File: src/rtl/suki_pkg.sv
`timescale 1ns / 1ps
`default_nettype none
package suki_pkg;

  localparam int DEPTH_DEFAULT = 64;
  localparam int MAX_OUT       = 64;
  localparam int KEY_W         = 64;
  localparam int KEY_TYPE_W    = 3;

  localparam logic [KEY_TYPE_W-1:0] KT_INT32     = 3'd0;
  localparam logic [KEY_TYPE_W-1:0] KT_INT64     = 3'd1;
  localparam logic [KEY_TYPE_W-1:0] KT_DATE_TIME = 3'd2;
  localparam logic [KEY_TYPE_W-1:0] KT_DOUBLE    = 3'd3;
  localparam logic [KEY_TYPE_W-1:0] KT_BOOL      = 3'd4;
  localparam logic [KEY_TYPE_W-1:0] KT_RESET     = KT_INT64;

  localparam logic OP_INSERT   = 1'b0;
  localparam logic OP_FINALIZE = 1'b1;

  localparam logic [1:0] ST_NEW         = 2'd0;
  localparam logic [1:0] ST_PRESENT     = 2'd1;
  localparam logic [1:0] ST_FULL        = 2'd2;
  localparam logic [1:0] ST_UNSUPPORTED = 2'd3;

  typedef struct packed {
    logic                    operation;
    logic signed [KEY_W-1:0] key;
  } in_item_t;

  typedef struct packed {
    logic [1:0] status;
    logic [5:0] handle;
    logic [5:0] rank;
    logic [6:0] entry_count;
    logic       last;
  } out_item_t;

  typedef enum logic [1:0] {
    CELL_HOLD,
    CELL_CMP,
    CELL_INS,
    CELL_ROT
  } cell_op_t;

  typedef struct packed {
    cell_op_t              op;
    logic [KEY_TYPE_W-1:0] key_type;
    logic [KEY_W-1:0]      target;
    logic [KEY_W-1:0]      new_key;
  } cell_ctrl_t;

  typedef enum logic [2:0] {
    FSM_IDLE,
    FSM_CMP,
    FSM_INS,
    FSM_FIN,
    FSM_ONE
  } fsm_t;

  function automatic logic [KEY_W-1:0] order_key(input logic [KEY_W-1:0] bits,
                                                 input logic [KEY_TYPE_W-1:0] kt);
    logic [KEY_W-1:0] res;
    res = '0;
    case (kt)
      KT_INT32: begin
        res = {32'h0, bits[31:0] ^ 32'h8000_0000};
      end
      KT_INT64, KT_DATE_TIME: begin
        res = {~bits[KEY_W-1], bits[KEY_W-2:0]};
      end
      KT_DOUBLE: begin
        if (bits[KEY_W-2:0] == '0) begin
          res = {1'b1, {(KEY_W-1){1'b0}}};
        end else if (bits[KEY_W-1]) begin
          res = ~bits;
        end else begin
          res = {1'b1, bits[KEY_W-2:0]};
        end
      end
      default: begin
        res = {{(KEY_W-1){1'b0}}, bits[0]};
      end
    endcase
    return res;
  endfunction

endpackage
`default_nettype wire

File: src/rtl/suki_cell.sv
`timescale 1ns / 1ps
`default_nettype none
module suki_cell #(
  parameter int IDX = 0,
  parameter int HW  = 6,
  parameter int CW  = 7
) (
  input  logic                      clk,
  input  suki_pkg::cell_ctrl_t      ctrl,
  input  logic [CW-1:0]             count,
  input  logic [HW-1:0]             new_handle,
  input  logic [suki_pkg::KEY_W-1:0] left_key,
  input  logic [HW-1:0]             left_handle,
  input  logic [suki_pkg::KEY_W-1:0] right_key,
  input  logic [HW-1:0]             right_handle,
  input  logic [suki_pkg::KEY_W-1:0] head_key,
  input  logic [HW-1:0]             head_handle,
  input  logic                      found_in,
  output logic                      found_out,
  output logic                      first,
  output logic                      eq,
  output logic [suki_pkg::KEY_W-1:0] key_q,
  output logic [HW-1:0]             handle_q
);
  import suki_pkg::*;

  localparam logic [CW-1:0] IDX_C = CW'(IDX);

  logic [KEY_W-1:0] key_r, key_nxt;
  logic [HW-1:0]    handle_r, handle_nxt;
  logic             hit_r, hit_nxt;
  logic             eq_r, eq_nxt;
  logic [KEY_W-1:0] cur;
  logic             valid, at_end, is_tail, ins_here;

  always_comb begin
    valid     = IDX_C < count;
    at_end    = IDX_C <= count;
    is_tail   = IDX_C == count - CW'(1);
    cur       = order_key(key_r, ctrl.key_type);
    ins_here  = !valid || hit_r;
    first     = ins_here && !found_in;
    found_out = found_in || ins_here;
    eq        = eq_r;
    key_q     = key_r;
    handle_q  = handle_r;
  end

  always_comb begin
    key_nxt    = key_r;
    handle_nxt = handle_r;
    hit_nxt    = hit_r;
    eq_nxt     = eq_r;
    case (ctrl.op)
      CELL_CMP: begin
        hit_nxt = cur >= ctrl.target;
        eq_nxt  = valid && (cur == ctrl.target);
      end
      CELL_INS: begin
        if (first) begin
          key_nxt    = ctrl.new_key;
          handle_nxt = new_handle;
        end else if (found_in && at_end) begin
          key_nxt    = left_key;
          handle_nxt = left_handle;
        end
      end
      CELL_ROT: begin
        if (valid) begin
          if (is_tail) begin
            key_nxt    = head_key;
            handle_nxt = head_handle;
          end else begin
            key_nxt    = right_key;
            handle_nxt = right_handle;
          end
        end
      end
      default: begin
      end
    endcase
  end

  always_ff @(posedge clk) begin
    key_r    <= key_nxt;
    handle_r <= handle_nxt;
    hit_r    <= hit_nxt;
    eq_r     <= eq_nxt;
  end

endmodule
`default_nettype wire

File: config.mk
export PLATFORM = sky130hd
export DESIGN_NAME = suki_cell
export DESIGN_NICKNAME = d
export VERILOG_FILES = /design/src/rtl/suki_pkg.sv /design/src/rtl/suki_cell.sv
export SDC_FILE = /design/constraint.sdc
export NUM_CORES = 1
export LEC_CHECK = 0
export ABC_AREA = 1
export ABC_CLOCK_PERIOD_IN_PS = 11600
export BUFFER_PORTS_ARGS = -buffer_cell sky130_fd_sc_hd__buf_2
export CORE_AREA = 4 4 164 166
export CTS_CLUSTER_DIAMETER = 30
export DETAILED_ROUTE_END_ITERATION = 10
export DIE_AREA = 0 0 168 170
export GPL_ROUTABILITY_DRIVEN = 0
export PLACE_DENSITY_LB_ADDON = 0.05
export SLEW_MARGIN = 10
export SYNTH_ARGS = -nofsm -noshare
export SYNTH_HDL_FRONTEND = slang
export SYNTH_SLANG_ARGS = --single-unit
File: constraint.sdc
create_clock -name clk -period 11.6 [get_ports clk]
set_clock_uncertainty 0.05 [all_clocks]
set_input_delay 0.58 -clock clk [delete_from_list [all_inputs] [get_ports clk]]
set_output_delay 0.58 -clock clk [all_outputs]
set_load 0.005 [all_outputs]
== After elaboration in Yosys (flattened, before gate mapping) ==
Index checks and enable logic that the tools add are counted.

* Logic and storage cells: 46
* Bits in registers: 72

* $add $sub $neg: 1
* Mux-type cells: 13
* $lt $le $gt $ge: 3
* Bitwise logic cells: 3
* Reduce and logical (&&, ||, !) cells: 13
* Eq/ne operators: 9

{| class="wikitable"
|+ Operators with widths
! kind !! count
|-
| 64-bit two-way mux || 6
|-
| 64-bit one-hot mux with 3 select lines || 1
|-
| 64-bit one-hot mux with 2 select lines || 1
|-
| 64-bit equality test || 1
|-
| 64-bit greater-or-equal comparator || 1
|-
| 64-bit inverter || 1
|-
| 63-bit logical NOT || 1
|-
| 6-bit two-way mux || 4
|-
| 6-bit one-hot mux with 2 select lines || 1
|-
| 1-bit by 7-bit <= comparator with 1-bit output, first input constant || 1
|-
| 7-bit logical NOT || 1
|-
| 1-bit by 7-bit < comparator with 1-bit output, first input constant || 1
|-
| 7-bit by 1-bit subtractor with 7-bit output, second input constant || 1
|-
| 3-bit by 2-bit equality test with 1-bit output, second input constant || 2
|-
| 2-bit equality test, second input constant || 2
|-
| 3-bit by 1-bit equality test with 1-bit output, second input constant || 1
|-
| 1-bit logical AND || 3
|-
| 3-bit logical NOT || 1
|-
| 3-bit != test, second input constant || 1
|-
| 3-bit AND reduction || 1
|-
| 2-bit by 1-bit equality test with 1-bit output, second input constant || 1
|-
| 1-bit logical NOT || 2
|-
| 1-bit logical OR || 2
|-
| 2-bit != test, second input constant || 1
|-
| other kinds (3) || 4
|}

== Longest topological paths before layout ==
Gate-level depths: netlist (run 1).

* Word-level depth: 6
* Mapped depth: 23

== Worst setup path before layout (run 1) ==
OpenSTA, ideal clock, no wires.

* Path type: input-to-reg
* Start: in count[1]
* End: reg handle_r[0] (netlist: handle_q[0]) (enable)
* Data required time: 11028 ps
* Buffers on the path: 1
* Cell stages on the path: 8
* Path slack: 6276 ps
* Arrival time: 4752 ps
* Path through: nor2_2 > nand3_2 > nor3_2 > nand2_2 > nand2_8 > buf_4 > nor2_1 > a21oi_1

* Longest elaborated chain between the ends: 6

{| class="wikitable"
|+ Ends and longest elaborated chain
! element !! RTL line !! RTL
|-
| start: declaration || suki_cell.sv:10 || <nowiki>input logic [CW-1:0] count,</nowiki>
|-
| 1-bit by 7-bit < comparator with 1-bit output || suki_cell.sv:37 || <nowiki>valid = IDX_C < count;</nowiki>
|-
| 1-bit logical NOT || suki_cell.sv:41 || <nowiki>ins_here = !valid || hit_r;</nowiki>
|-
| 1-bit logical OR || suki_cell.sv:41 ||
|-
| 1-bit logical AND || suki_cell.sv:42 || <nowiki>first = ins_here && !found_in;</nowiki>
|-
| 3-bit != test (no source line) || n/a ||
|-
| 3-bit AND reduction (no source line) (*) || n/a ||
|-
| end signal: assignment || suki_cell.sv:86 || <nowiki>handle_r <= handle_nxt;</nowiki>
|-
| end: declaration || suki_cell.sv:30 || <nowiki>logic [HW-1:0] handle_r, handle_nxt;</nowiki>
|}

Mark *: on every way between the ends. The rest lies on a longest branch, timed or not.
A chain may end at the register's enable or synchronous reset.

== Final worst setup path (run 1) ==
* Start: reg key_r[47] (netlist: key_q[47])
* End: reg eq_r (netlist: eq) (data pin)

* Longest elaborated chain between the ends: 6

{| class="wikitable"
|+ Ends and longest elaborated chain
! element !! RTL line !! RTL
|-
| start: declaration || suki_cell.sv:29 || <nowiki>logic [KEY_W-1:0] key_r, key_nxt;</nowiki>
|-
| start signal: assignment || suki_cell.sv:85 || <nowiki>key_r <= key_nxt;</nowiki>
|-
| parallel branches: the longest is 3 deep, another holds 64-bit two-way mux || n/a ||
|-
| 64-bit one-hot mux with 3 select lines (*) || suki_pkg.sv:64 || <nowiki>case (kt)</nowiki>
|-
| 64-bit equality test (*) || suki_cell.sv:57 || <nowiki>eq_nxt = valid && (cur == ctrl.target);</nowiki>
|-
| 1-bit logical AND (*) || suki_cell.sv:57 ||
|-
| end signal: assignment || suki_cell.sv:88 || <nowiki>eq_r <= eq_nxt;</nowiki>
|-
| end: declaration || suki_cell.sv:32 || <nowiki>logic eq_r, eq_nxt;</nowiki>
|}

Mark *: on every way between the ends.

==> summary.md, run 1 <==
| Metric | Value |
|---|---|
| Netlist area before placement | `between 0.008 and 0.009 sq mm` |
| Setup TNS | `0 ns` |
| Share of cells above drive strength 1 | `roughly 28%` |
| Ys flop type | `edfxtp_1` |
| CTS root buf | `clkbuf_16` |
| Fin crit share | `33.4%` |
| Overflow left after global routing | `0` |
| Synthesized flop and latch total | `72` |
| Hold_sp | `head_key[49]` |
| Relative slew slack | `between 30 and 40%` |
| TritonCTS Sinks | `72` |
| Finished Cell Area | `about 0.011 sq mm` |
| R2R Path End | `eq$_DFFE_PN_` |
| Final worst slack | `~7.7 ns` |
| Layout Area Growth over Synthesis | `29.4%` |
| Setup Viol. Count Final | `0` |
| Post-Syn Nets | `1724` |
| Worst Path Max Fanout | `48` |
| Maximum clock frequency | `258 MHz` |
| Syn Inst Count | `1302` |
| Largest family of logic cells by synthesized area | `simple AND/OR/NAND/NOR gates` |
| Post-CTS Setup Repair Bufs | `0` |
| Worst R2R Path Depth | `16` |
| Hold Path Sink | `key_q[49]$_DFFE_PP_` |
| # fillers | `~2800` |
| Die Ht | `170 um` |
| Num CTS Buffers | `9` |
| Top cell type's share of synthesized area | `between 20% and 30%` |
| Reg-to-Reg Start | `key_q[47]$_DFFE_PP_` |
| Routed vias | `9432` |
| CTS max path bufs | `2` |
| Core footprint | `roughly 0.026 sq mm` |
| Drt pass-1 iters | `5` |
| DRC viols | `0` |
| Final #Nets | `around 2100` |
| Core Rows | `59` |
| Reg2Reg Setup Slack | `just under 8 ns` |
| Vias/cell | `~4.7` |
| IR drop worst, VDD | `roughly 0.061 mV` |
| Critical Path AT | `between 4 and 5 ns` |
| Total power | `roughly 970 uW` |
| Pin count of the biggest net entering global routing | `roughly 80` |
| Hold Crit Class | `in -> reg` |
| Setup Crit Path Kind | `reg -> reg` |
| CTS tree | `built` |
| Max Cap Viol | `0` |
| Synthesized area per cell | `between 6 and 7 sq um` |
| Routed WL per cell | `17.2 um` |
| Synth warn | `0` |
| Commonest cells in the netlist | `nand2_1 (305), inv_1 (230), nand3_1 (102)` |
| Number of library cell types mapped by synthesis | `33` |
| Min Tclk post-route | `approximately 3.9 ns` |
| Synth Area in XOR/XNOR | `6.38%` |
| Most frequent cell after synthesis | `nand2_1` |
| Hold_buf cts | `0` |
| I/O Buffers | `430` |
| Number of DRC markers in iteration 0 | `~560` |
| Top post-synthesis cells by area | `edfxtp_1 (25%), nand2_1 (13%), inv_1 (10%), ha_1 (9.3%), nand3b_1 (6.2%)` |
| P_leak | `6.19 nW` |
| Fin. Hold Viols | `0` |
| Crit. End Element | `flip-flop` |
| Die X | `168 um` |
| DIE AREA | `0.0286 sq mm` |
| Slew Viols, Final | `0` |
| Post-synthesis simple-gate area fraction | `a little over 30%` |
| Clock transition at path regs | `approximately 0.060 ns` |
| Hold path depth | `3` |
| Number of global-route vias before repair | `8698` |
| Seq/Total Area, Yosys | `25.0%` |
| WP data required | `11.75 ns` |
| Power density cells | `86.6 mW/mm^2` |
| HPWL Detailed | `roughly 28 mm` |
| Clock latency on the worst-skew pair | `approximately 0.34 ns` |
| Post-synthesis mux area share | `0%` |
| Routed WL | `between 30 and 40 mm` |
| Synth Area in Compound Gates | `13.6%` |
| Status | `completed` |
| DRT antenna net count | `0` |
| Number of synthesized flops with an enable pin | `72` |
| GRT Total Usage | `a little under a quarter` |
| Async S/R FF share, synth | `0%` |
| Starting Density | `roughly a third` |
| Unrepaired setup endpoints after global routing | `no` |
| Area after DPL | `0.0109 sq mm` |
| Setup Slack @ Placement | `about 7.7 ns` |
| Global-route wire length before repair | `50.7 mm` |
| CTS-repair resized insts | `0` |
| Leading area contributor after synthesis | `edfxtp_1` |
| Initial antenna violation count | `4` |
| H-tree depth | `3` |
| Worst Max-Slew Pin Slew | `approximately 1.0 ns` |
| Synth Area in Adders | `a little under a tenth` |
| I/O pins | `around 430` |
| Startpoint types | `flip-flop` |
==> metal layers <==
| layer | share of wire [%] | routed length [um] | track usage, % | vias to the layer above |
|---|---|---|---|---|
| li1 | - | - | - | 4954 |
| met1 | 47 | 16300 | 32.2 | 4169 |
| met2 | 45 | 15800 | 36.3 | 285 |
| met3 | 6.5 | 2280 | 5.06 | 22 |
| met4 | 1.2 | 429 | 4.76 | 2 |
| met5 | 0.057 | 20 | 0 | - |
==> layout make-up <==
cell class / instances / area [sq um] / area share [%]
multi-input cells: 927 / 5190 / 46.4
repair buffers: 439 / 2220 / 19.8
flip-flops and latches: 72 / 2160 / 19.3
inverters: 231 / 867 / 7.75
well taps: 335 / 419 / 3.75
clock buffers: 9 / 225 / 2.01
clock inverters: 7 / 96.3 / 0.861
diodes: 3 / 7.51 / 0.0671
==> through the flow <==
stage                     utilization (%)  cells  hold slack (ns)
after floorplan                         -   1302            0.734
after global placement               42.4   2004            0.832
after detailed placement             42.4   2004            0.834
after CTS                            43.7   2020            0.463
after global routing                 43.7   2023            0.488
final                                43.7   2023            0.486
==> flip-flops by register name (all words and copies together), names as in the netlist <==
signal	flops
hit_r	1
key_q	64
eq	1
handle_q	6
==> worst max-delay path, stage by stage, from the launching register on <==
cell and delay, ns:
edfxtp_1 0.46, nor2_1 0.12, nand2_1 0.07, nor2_1 0.13
nand2_1 0.10, nor3_2 0.19, nand2_2 0.26, nand2_2 0.74
o21ai_0 0.23, ha_1 0.33, nand2_1 0.06, nor2_1 0.12
and2_1 0.19, nand3_1 0.12, nor2_1 0.16, nand3b_1 0.20
a21oi_1 0.17
==> cell families after synthesis <==
family / count (synthesis)
AOI/OAI and AO/OA: 230
and+or+nand+nor: 570
buffers and inverters: 303
xor gates and xnor gates: 63
DFF: 72
adders and majority gates: 64
==> power by group <==
part / switching, mW / total [mW] / leakage, nW / internal [mW]
Combinational: 0.175 / 0.317 / 5.35 / 0.142
Sequential: 0.0290 / 0.345 / 0.697 / 0.316
Clock: 0.119 / 0.307 / 0.148 / 0.188
Total: 0.323 / 0.970 / 6.19 / 0.646
==> worst max path at each step <==
stage	to	start	cells past startpoint
2_1_floorplan	handle_q[0]$_DFFE_PP_	count[1]	8
3_3_place_gp	eq$_DFFE_PN_	key_q[46]$_DFFE_PP_	16
3_5_place_dp	eq$_DFFE_PN_	key_q[47]$_DFFE_PP_	16
4_1_cts	eq$_DFFE_PN_	key_q[47]$_DFFE_PP_	16
5_1_grt	eq$_DFFE_PN_	key_q[47]$_DFFE_PP_	16
6_report	eq$_DFFE_PN_	key_q[47]$_DFFE_PP_	16
==> placed cells by master, fill, tap and decap left out, drive strengths merged, types with 4 or more instances in the layout <==
cell type  Yosys  final
nand4          7      7
nand3        103    103
ha            64     64
xor2          15     15
nand2        310    310
a21oi         99     99
o21ai        124    124
nor3           4      4
clkbuf        25      9
inv          231    231
nand3b        71     71
buf           47    439
nor2          73     73
edfxtp        72     72
xnor2         48     48
(Power assumes the default switching activity.)
==> run 2: changes to the inputs <==
- ABC_CLOCK_PERIOD_IN_PS: 11600 -> 3900
- CORE_AREA: 4 4 164 166 -> 4 4 166 168
- DIE_AREA: 0 0 168 170 -> 0 0 170 172
- clock period: 11.6 -> 3.9 ns (I/O delays scaled with it)
==> run 2 against run 1 <==
Critical path depth is 2 lower; utilization is 0.42 points lower; final area is 0.19% higher; critical path type unchanged; combinational power grew to 3.0 times the previous value; wire length is 1.5% higher.
==> summary.md, run 2 (same netlist as run 1, synthesis figures left out) <==
| Metric | Value |
|---|---|
| Hold Path Sink | `key_q[42]$_DFFE_PP_` |
| Power density cells | `245 mW/mm^2 (+180%)` |
| Die Ht | `172 um (+1.2%)` |
| Slowest CP cell | `edfxtp_1` |
| Status | `completed` |
| CP dominant cell by count | `nor2_1` |
| CTS root buf | `clkbuf_16` |
| Worst path bufs/invs | `1 (+1)` |
| Worst Path Max Fanout | `21 (-56%)` |
| GRT Total Usage | `23.2% (+0.31 points)` |
| Share of cells above drive strength 1 | `28.1% (+0.12 points)` |
| Die X | `170 um (+1.2%)` |
| I/O pins | `431 (unchanged)` |
| Pin count of the biggest net entering global routing | `91 (+11%)` |
| Routed vias | `9476 (+0.47%)` |
| Hold path depth | `3 (unchanged)` |
| Clock power share | `27.5% (-4.2 points)` |
| Min Tclk post-route | `3.48 ns (-0.391 ns)` |
| HPWL Detailed | `29.1 mm (+3.5%)` |
| Hold_sp | `head_key[42]` |
| Setup Crit Path Kind | `reg -> reg` |
| Clock latency on the worst-skew pair | `0.34 ns (about the same)` |
| Number of DRC markers in iteration 0 | `561 (-0.36%)` |
| Hold Crit Class | `in -> reg` |
| WP data required | `4.04 ns (-7.71 ns)` |
| Most common cell after layout, fill and taps aside | `buf_2` |
| Global-route wire length before repair | `51.9 mm (+2.4%)` |
| Reg2Reg Setup Slack | `0.42 ns (-7.31 ns)` |
| DRT antenna net count | `0 (unchanged)` |
| DRC viols | `0 (unchanged)` |
| Drt pass-1 iters | `4 (-1)` |
| Critical Path AT | `3.61 ns (-0.41 ns)` |
| Overflow left after global routing | `0 (unchanged)` |
| Final #Nets | `2109 (+0.33%)` |
| CTS tree | `built` |
| Fin. Hold Viols | `0 (unchanged)` |
| Total power | `2.74 mW (+180%)` |
| DIE AREA | `0.0292 sq mm (+2.4%)` |
| Relative slew slack | `35.1% (+1.7 points)` |
| Startpoint types | `flip-flop` |
| Psw | `944 uW (+190%)` |
| Family with the most delay on the worst path | `simple AND/OR/NAND/NOR gates` |
| Max Cap Viol | `0 (unchanged)` |
| Delay of the slowest critical-path stage | `0.46 ns (-0.28 ns)` |
| Layout Area Growth over Synthesis | `29.6%` |
| Commonest non-fill, non-tap cells in the layout | `buf_2 (430), nand2_1 (304), inv_1 (230)` |
| Crit. End Element | `flip-flop` |
| Sw Ratio | `34.4% (+1.1 points)` |
| Core footprint | `0.0259 sq mm (+1.2%)` |
| Number of global-route vias before repair | `8881 (+2.1%)` |
| Routed WL per cell | `17.4 um (+1.1%)` |
| Clock transition at path regs | `0.06 ns (about the same)` |
| R2R Path End | `eq$_DFFE_PN_` |
| Fin crit share | `89.2% (+56 points)` |
| TritonCTS Sinks | `72 (unchanged)` |
| CP cell instances | `nor2_1, nand4_1, nor3_2, nand2_2, nand2_2, buf_4, o21ai_0, ha_1, nand4_1, nor2_1, nand3_1, nor2_1, nand3b_1, a21oi_1` |
| Reg-to-Reg Start | `key_q[56]$_DFFE_PP_` |
| Starting Density | `33.4% (-0.38 points)` |
| Vias/cell | `4.67 (+0.12%)` |
| Finished Cell Area | `0.0112 sq mm (+0.19%)` |
| Setup TNS | `0 ns (unchanged)` |
| H-tree depth | `3 (unchanged)` |
| Setup Viol. Count Final | `0 (unchanged)` |
| Worst R2R Path Depth | `14 (-2)` |
| CTS max path bufs | `2 (unchanged)` |
| CTS-repair resized insts | `0 (unchanged)` |
| IR drop worst, VDD | `0.177 mV (+190%)` |
| P_leak | `6.21 nW (+0.28%)` |
| Slew Viols, Final | `0 (unchanged)` |
| Area after DPL | `0.0109 sq mm (+0.71%)` |
| Post-CTS Setup Repair Bufs | `0 (unchanged)` |
| Maximum clock frequency | `287 MHz (+11%)` |
| Unrepaired setup endpoints after global routing | `no` |
| Num CTS Buffers | `9 (unchanged)` |
| Core Rows | `59 (unchanged)` |
| Sequential power share | `37.7% (+2.1 points)` |
| Routed WL | `35.4 mm (+1.5%)` |
| P_int | `1.80 mW (+180%)` |
| Hold_buf cts | `0 (unchanged)` |
| Initial antenna violation count | `7 (+3)` |
| Combinational power share | `34.9% (+2.2 points)` |
| Max FFs per register | `64 (unchanged)` |
| Worst Max-Slew Pin Slew | `0.973 ns (-0.0260 ns)` |
| I/O Buffers | `430 (unchanged)` |
==> run 2: changes by cell type in the layout (fill, tap and decap cells not counted), sizes merged <==
| cell | change |
|---|---|
| buf | +7 |
| clkinvlp | -1 |
| bufinv | -2 |
| clkbuf | +1 |
| clkinv | +2 |
==> run 2: per-layer routing <==
metal / global-route usage [%] / up-vias / wire, um
li1: - / 4965 / -
met1: 33.4 / 4159 / 16400
met2: 35.9 / 315 / 15900
met3: 5.40 / 29 / 2580
met4: 4.55 / 8 / 443
met5: 0 / - / 54
==> run 2: how the worst max path moves through the flow <==
| stage | start | endpoint | slack, ns | depth (start not counted) |
|---|---|---|---|---|
| after global routing | key_q[44]$_DFFE_PP_ | eq$_DFFE_PN_ | 0.05 | 16 |
| final | key_q[56]$_DFFE_PP_ | eq$_DFFE_PN_ | 0.42 | 14 |
| after CTS | key_q[56]$_DFFE_PP_ | eq$_DFFE_PN_ | 0.38 | 14 |
| after floorplan | count[1] | handle_q[0]$_DFFE_PP_ | 0.38 | 8 |
| after global placement | key_q[56]$_DFFE_PP_ | eq$_DFFE_PN_ | 0.45 | 14 |
| after detailed placement | key_q[56]$_DFFE_PP_ | eq$_DFFE_PN_ | 0.38 | 14 |
==> run 2: area by class of cell <==
class,count,area [sq um]
well taps,335,419
fillers,2819,14700
diodes,3,7.51
repair buffers,446,2300
multi-input cells,927,5190
clock buffers,10,229
inverters,231,867
flip-flops and latches,72,2160
clock inverters,6,36.3
==> run 2: power by group through the flow <==
stage | Combinational, mW | Clock (mW) | Sequential, mW
after global routing | 1.09 | 0.813 | 1.04
after CTS | 0.966 | 0.774 | 1.03
after global placement | 0.962 | 0 | 1.04
final | 0.956 | 0.753 | 1.03
after detailed placement | 0.963 | 0 | 1.05
after floorplan | 0.560 | 0 | 1.02
==> run 2: through the flow <==
step | setup WS [ns] | instances | hold slack (ns) | util (%)
after global routing | 0.0486 | 2029 | 0.103 | 43.3
final | 0.422 | 2030 | 0.109 | 43.3
after floorplan | 0.384 | 1302 | 0.349 | -
after global placement | 0.453 | 2011 | 0.444 | 42.2
after CTS | 0.376 | 2027 | 0.0881 | 43.2
after detailed placement | 0.382 | 2011 | 0.440 | 42.2
==> run 2: tightest hold or removal path, stage by stage <==
cell and delay [ns]:
buf_2 0.08, o21ai_1 0.06, nand2_1 0.06
==> run 3: changes to the inputs <==
- ABC_AREA: 1 -> unset
- CORE_AREA: 4 4 166 168 -> 4 4 168 170
- DIE_AREA: 0 0 170 172 -> 0 0 172 174
==> run 3 against run 2 <==
The run now ends with negative setup slack left; clock-buffer cell count down 1; utilization fell by 0.83 points; area after synthesis is 15% lower; hold slack better by 0.055 ns; sequential power fell by 5%; worst setup slack got worse by 0.59 ns; first-iteration DRC count shrank 3.7%; die area rose by 2.4%; via count down 7.4%; combinational power is 11% higher; critical path type unchanged; largest power group is now combinational cells.
==> summary.md, run 3 <==
| Metric | Value |
|---|---|
| Max FFs per register | `64 (unchanged)` |
| Die X | `172 um (+1.2%)` |
| Initial antenna violation count | `1 (-6)` |
| I/O Buffers | `430 (unchanged)` |
| Core Rows | `60 (+1.7%)` |
| Clock transition at path regs | `0.07 ns (about the same)` |
| R2R Path End | `hit_r$_DFFE_PN_` |
| Max Cap Viol | `0 (unchanged)` |
| Most common cell after layout, fill and taps aside | `buf_2` |
| P_leak | `5.36 nW (-14%)` |
| IR drop worst, VDD | `0.154 mV (-13%)` |
| Final worst slack | `-0.166 ns (-0.587 ns)` |
| CTS max path bufs | `2 (unchanged)` |
| Worst path bufs/invs | `4 (+3)` |
| Top post-synthesis cells by area | `edfxtp_1 (29%), ha_1 (11%), nand2_1 (8.1%), a211oi_1 (7.8%), and2_1 (6.0%)` |
| Leading area contributor after synthesis | `edfxtp_1` |
| Synthesized flop and latch total | `72 (unchanged)` |
| Num CTS Buffers | `9 (unchanged)` |
| Core footprint | `0.0267 sq mm (+3.1%)` |
| Top cell type's share of synthesized area | `29.3% (+4.3 points)` |
| Relative slew slack | `29.5% (-5.6 points)` |
| CP cell instances | `nor4_4, buf_4, nand4_1, or4_4, buf_6, nand3_4, buf_12, mux2i_1, a32o_1, ha_1, nand4_1, inv_2, a2111oi_4, nor3_2, a2111oi_4, o221ai_2` |
| Routed WL per cell | `20.0 um (+15%)` |
| Die Ht | `174 um (+1.2%)` |
| Slowest CP cell | `or4_4` |
| CTS tree | `built` |
| Status | `complete, but fails checks` |
| Commonest non-fill, non-tap cells in the layout | `buf_2 (430), nand2_1 (157), buf_4 (118)` |
| Wire length on met3 | `2.08 mm (-20%)` |
| I/O pins | `431 (unchanged)` |
| Worst Path Max Fanout | `8 (-62%)` |
| CTS root buf | `clkbuf_16` |
| WP data required | `3.93 ns (-0.11 ns)` |
| Synthesized area per cell | `8.15 sq um (+23%)` |
| Clock latency on the worst-skew pair | `0.34 ns (about the same)` |
| Min Tclk post-route | `4.07 ns (+0.587 ns)` |
| Maximum clock frequency | `246 MHz (-14%)` |
| DIE AREA | `0.0299 sq mm (+2.4%)` |
| Routed WL | `34.9 mm (-1.3%)` |
| Hold Crit Class | `in -> reg` |
| Reg-to-Reg Start | `key_q[33]$_DFFE_PP_` |
| Slew Viols, Final | `0 (unchanged)` |
| Top Metal Used | `met4` |
| Commonest cells in the netlist | `nand2_1 (159), a211oi_1 (77), edfxtp_1 (72)` |
| Layout Area Growth over Synthesis | `53.8%` |
| Seq/Total Area, Yosys | `29.3% (+4.3 points)` |
| Family with the most delay on the worst path | `simple AND/OR/NAND/NOR gates` |
| Routed vias | `8772 (-7.4%)` |
| HPWL Detailed | `28.4 mm (-2.5%)` |
| DRT antenna net count | `0 (unchanged)` |
| Synth warn | `0 (unchanged)` |
| Number of DRC markers in iteration 0 | `540 (-3.7%)` |
| Failing checks | `negative setup slack` |
| Setup Crit Path Kind | `reg -> reg` |
| Ys flop type | `edfxtp_1` |
| Worst R2R Path Depth | `16 (+2)` |
| TritonCTS Sinks | `72 (unchanged)` |
| Logic depth of the worst path, buffers included | `16 (+2)` |
| Global-route wire length before repair | `50.2 mm (-3.3%)` |
| H-tree depth | `3 (unchanged)` |
| DRC viols | `0 (unchanged)` |
| Drt pass-1 iters | `4 (unchanged)` |
| Post-route insts no fill | `1749 (-14%)` |
| Most frequent cell after synthesis | `nand2_1` |
| Pin count of the biggest net entering global routing | `81 (-11%)` |
| Dpl cells | `1717 (-15%)` |
| Final #Nets | `1823 (-14%)` |
| Fin util | `42.4% (-0.83 points)` |
| Delay of the slowest critical-path stage | `0.56 ns (+0.10 ns)` |
| Share of cells above drive strength 1 | `44.9% (+17 points)` |
| Crit path to | `hit_r$_DFFE_PN_` |
| Power density cells | `251 mW/mm^2 (+2.6%)` |
| Number of library cell types mapped by synthesis | `42 (+27%)` |
| Number of global-route vias before repair | `8608 (-3.1%)` |
| Fin. Hold Viols | `0 (unchanged)` |
| Startpoint types | `flip-flop` |
| Overflow left after global routing | `0 (unchanged)` |
| Reg2Reg Setup Slack | `-0.17 ns (-0.59 ns)` |
| Fin crit share | `104% (+15 points)` |
| Crit. End Element | `flip-flop` |
| Post-Syn Nets | `1327 (-23%)` |
| Async S/R FF share, synth | `0% (unchanged)` |
| Metal-1 WL | `15.2 mm (-6.8%)` |
| GRT Total Usage | `21.9% (-1.3 points)` |
| Number of synthesized flops with an enable pin | `72 (unchanged)` |
| Worst Max-Slew Pin Slew | `1.06 ns (+0.0826 ns)` |
| Unrepaired setup endpoints after global routing | `yes` |
| Vias/cell | `5.02 (+7.4%)` |
| Setup Viol. Count Final | `2 (+2)` |
| Critical Path AT | `4.09 ns (+0.48 ns)` |
| Starting Density | `27.6% (-5.8 points)` |
| Netlist area before placement | `0.00737 sq mm (-15%)` |
| Met2 wire len | `17.0 mm (+6.5%)` |
| Worst Setup SP | `key_q[33]$_DFFE_PP_` |
| Syn Inst Count | `905 (-30%)` |
[run 3: cell families (layout without fill, tap and decap cells)]
| kind of cell | Yosys count | after routing | share of synthesized area (%) |
|---|---|---|---|
| simple gates | 335 | 335 | 21.7 |
| compound gates | 256 | 256 | 25.5 |
| buf+inv | 145 | 646 | 8.20 |
| flops | 72 | 72 | 29.3 |
| fa+ha+maj | 64 | 64 | 10.9 |
| mux | 32 | 32 | 4.34 |
| xor+xnor | 1 | 1 | 0.119 |
| other cells | 0 | 2 | 0 |
[run 3: what timing repair did]
item,CTS,global route
gates resized for setup,34,40
cloned,0,0
setup endpoints to repair,2,2
pin swaps,13,23
hold buffers,0,0
setup buffers,8,7
[run 3: final cells by class]
class / count / area [sq um]
repair buffers: 562 / 3260
diodes: 2 / 5.00
inverters: 68 / 255
clock inverters: 7 / 61.3
clock buffers: 9 / 225
well taps: 341 / 427
fillers: 2825 / 15400
multi-input cells: 688 / 4950
flip-flops and latches: 72 / 2160
[run 3: worst min-delay path by stage]
stage,from,endpoint,cells past startpoint
final,new_handle[4],handle_q[4]$_DFFE_PP_,3
after global routing,ctrl[33],key_q[33]$_DFFE_PP_,3
after CTS,new_handle[4],handle_q[4]$_DFFE_PP_,3
after detailed placement,new_handle[4],handle_q[4]$_DFFE_PP_,3
after global placement,head_key[24],key_q[24]$_DFFE_PP_,3
after floorplan,ctrl[132],eq$_DFFE_PN_,1
[run 3: per-layer routing]
metal	vias up	global-route usage [%]
met5	-	0
met4	0	4.95
met3	38	4.53
met2	292	36.9
met1	4051	28.9
li1	4391	-
[run 3: stage by stage]
step / instance area [sq um] / hold slack [ns] / setup TNS [ns] / total power, mW / setup slack (ns)
after floorplan: 7370 / 0.353 / 0 / 1.45 / 0.189
final: 11300 / 0.163 / -0.224 / 2.85 / -0.166
after CTS: 11100 / 0.144 / -0.260 / 2.84 / -0.260
after global routing: 11300 / 0.169 / -0.595 / 3.02 / -0.341
after global placement: 10600 / 0.523 / -1.28 / 1.98 / -0.990
after detailed placement: 10600 / 0.519 / -1.24 / 1.99 / -0.983
[run 3: where the power goes]
part | switching (mW) | internal [mW] | total (mW)
combinational | 0.546 | 0.518 | 1.06
sequential | 0.0406 | 0.937 | 0.978
clock | 0.361 | 0.442 | 0.803
[run 3: worst reg2reg max path, cell delays in order (launching register included)]
cell and delay (ns):
edfxtp_1 0.42, nor4_4 0.34, buf_4 0.16, nand4_1 0.11
or4_4 0.56, buf_6 0.15, nand3_4 0.11, buf_12 0.14
mux2i_1 0.07, a32o_1 0.24, ha_1 0.30, nand4_1 0.14
inv_2 0.06, a2111oi_4 0.37, nor3_2 0.09, a2111oi_4 0.35
o221ai_2 0.14
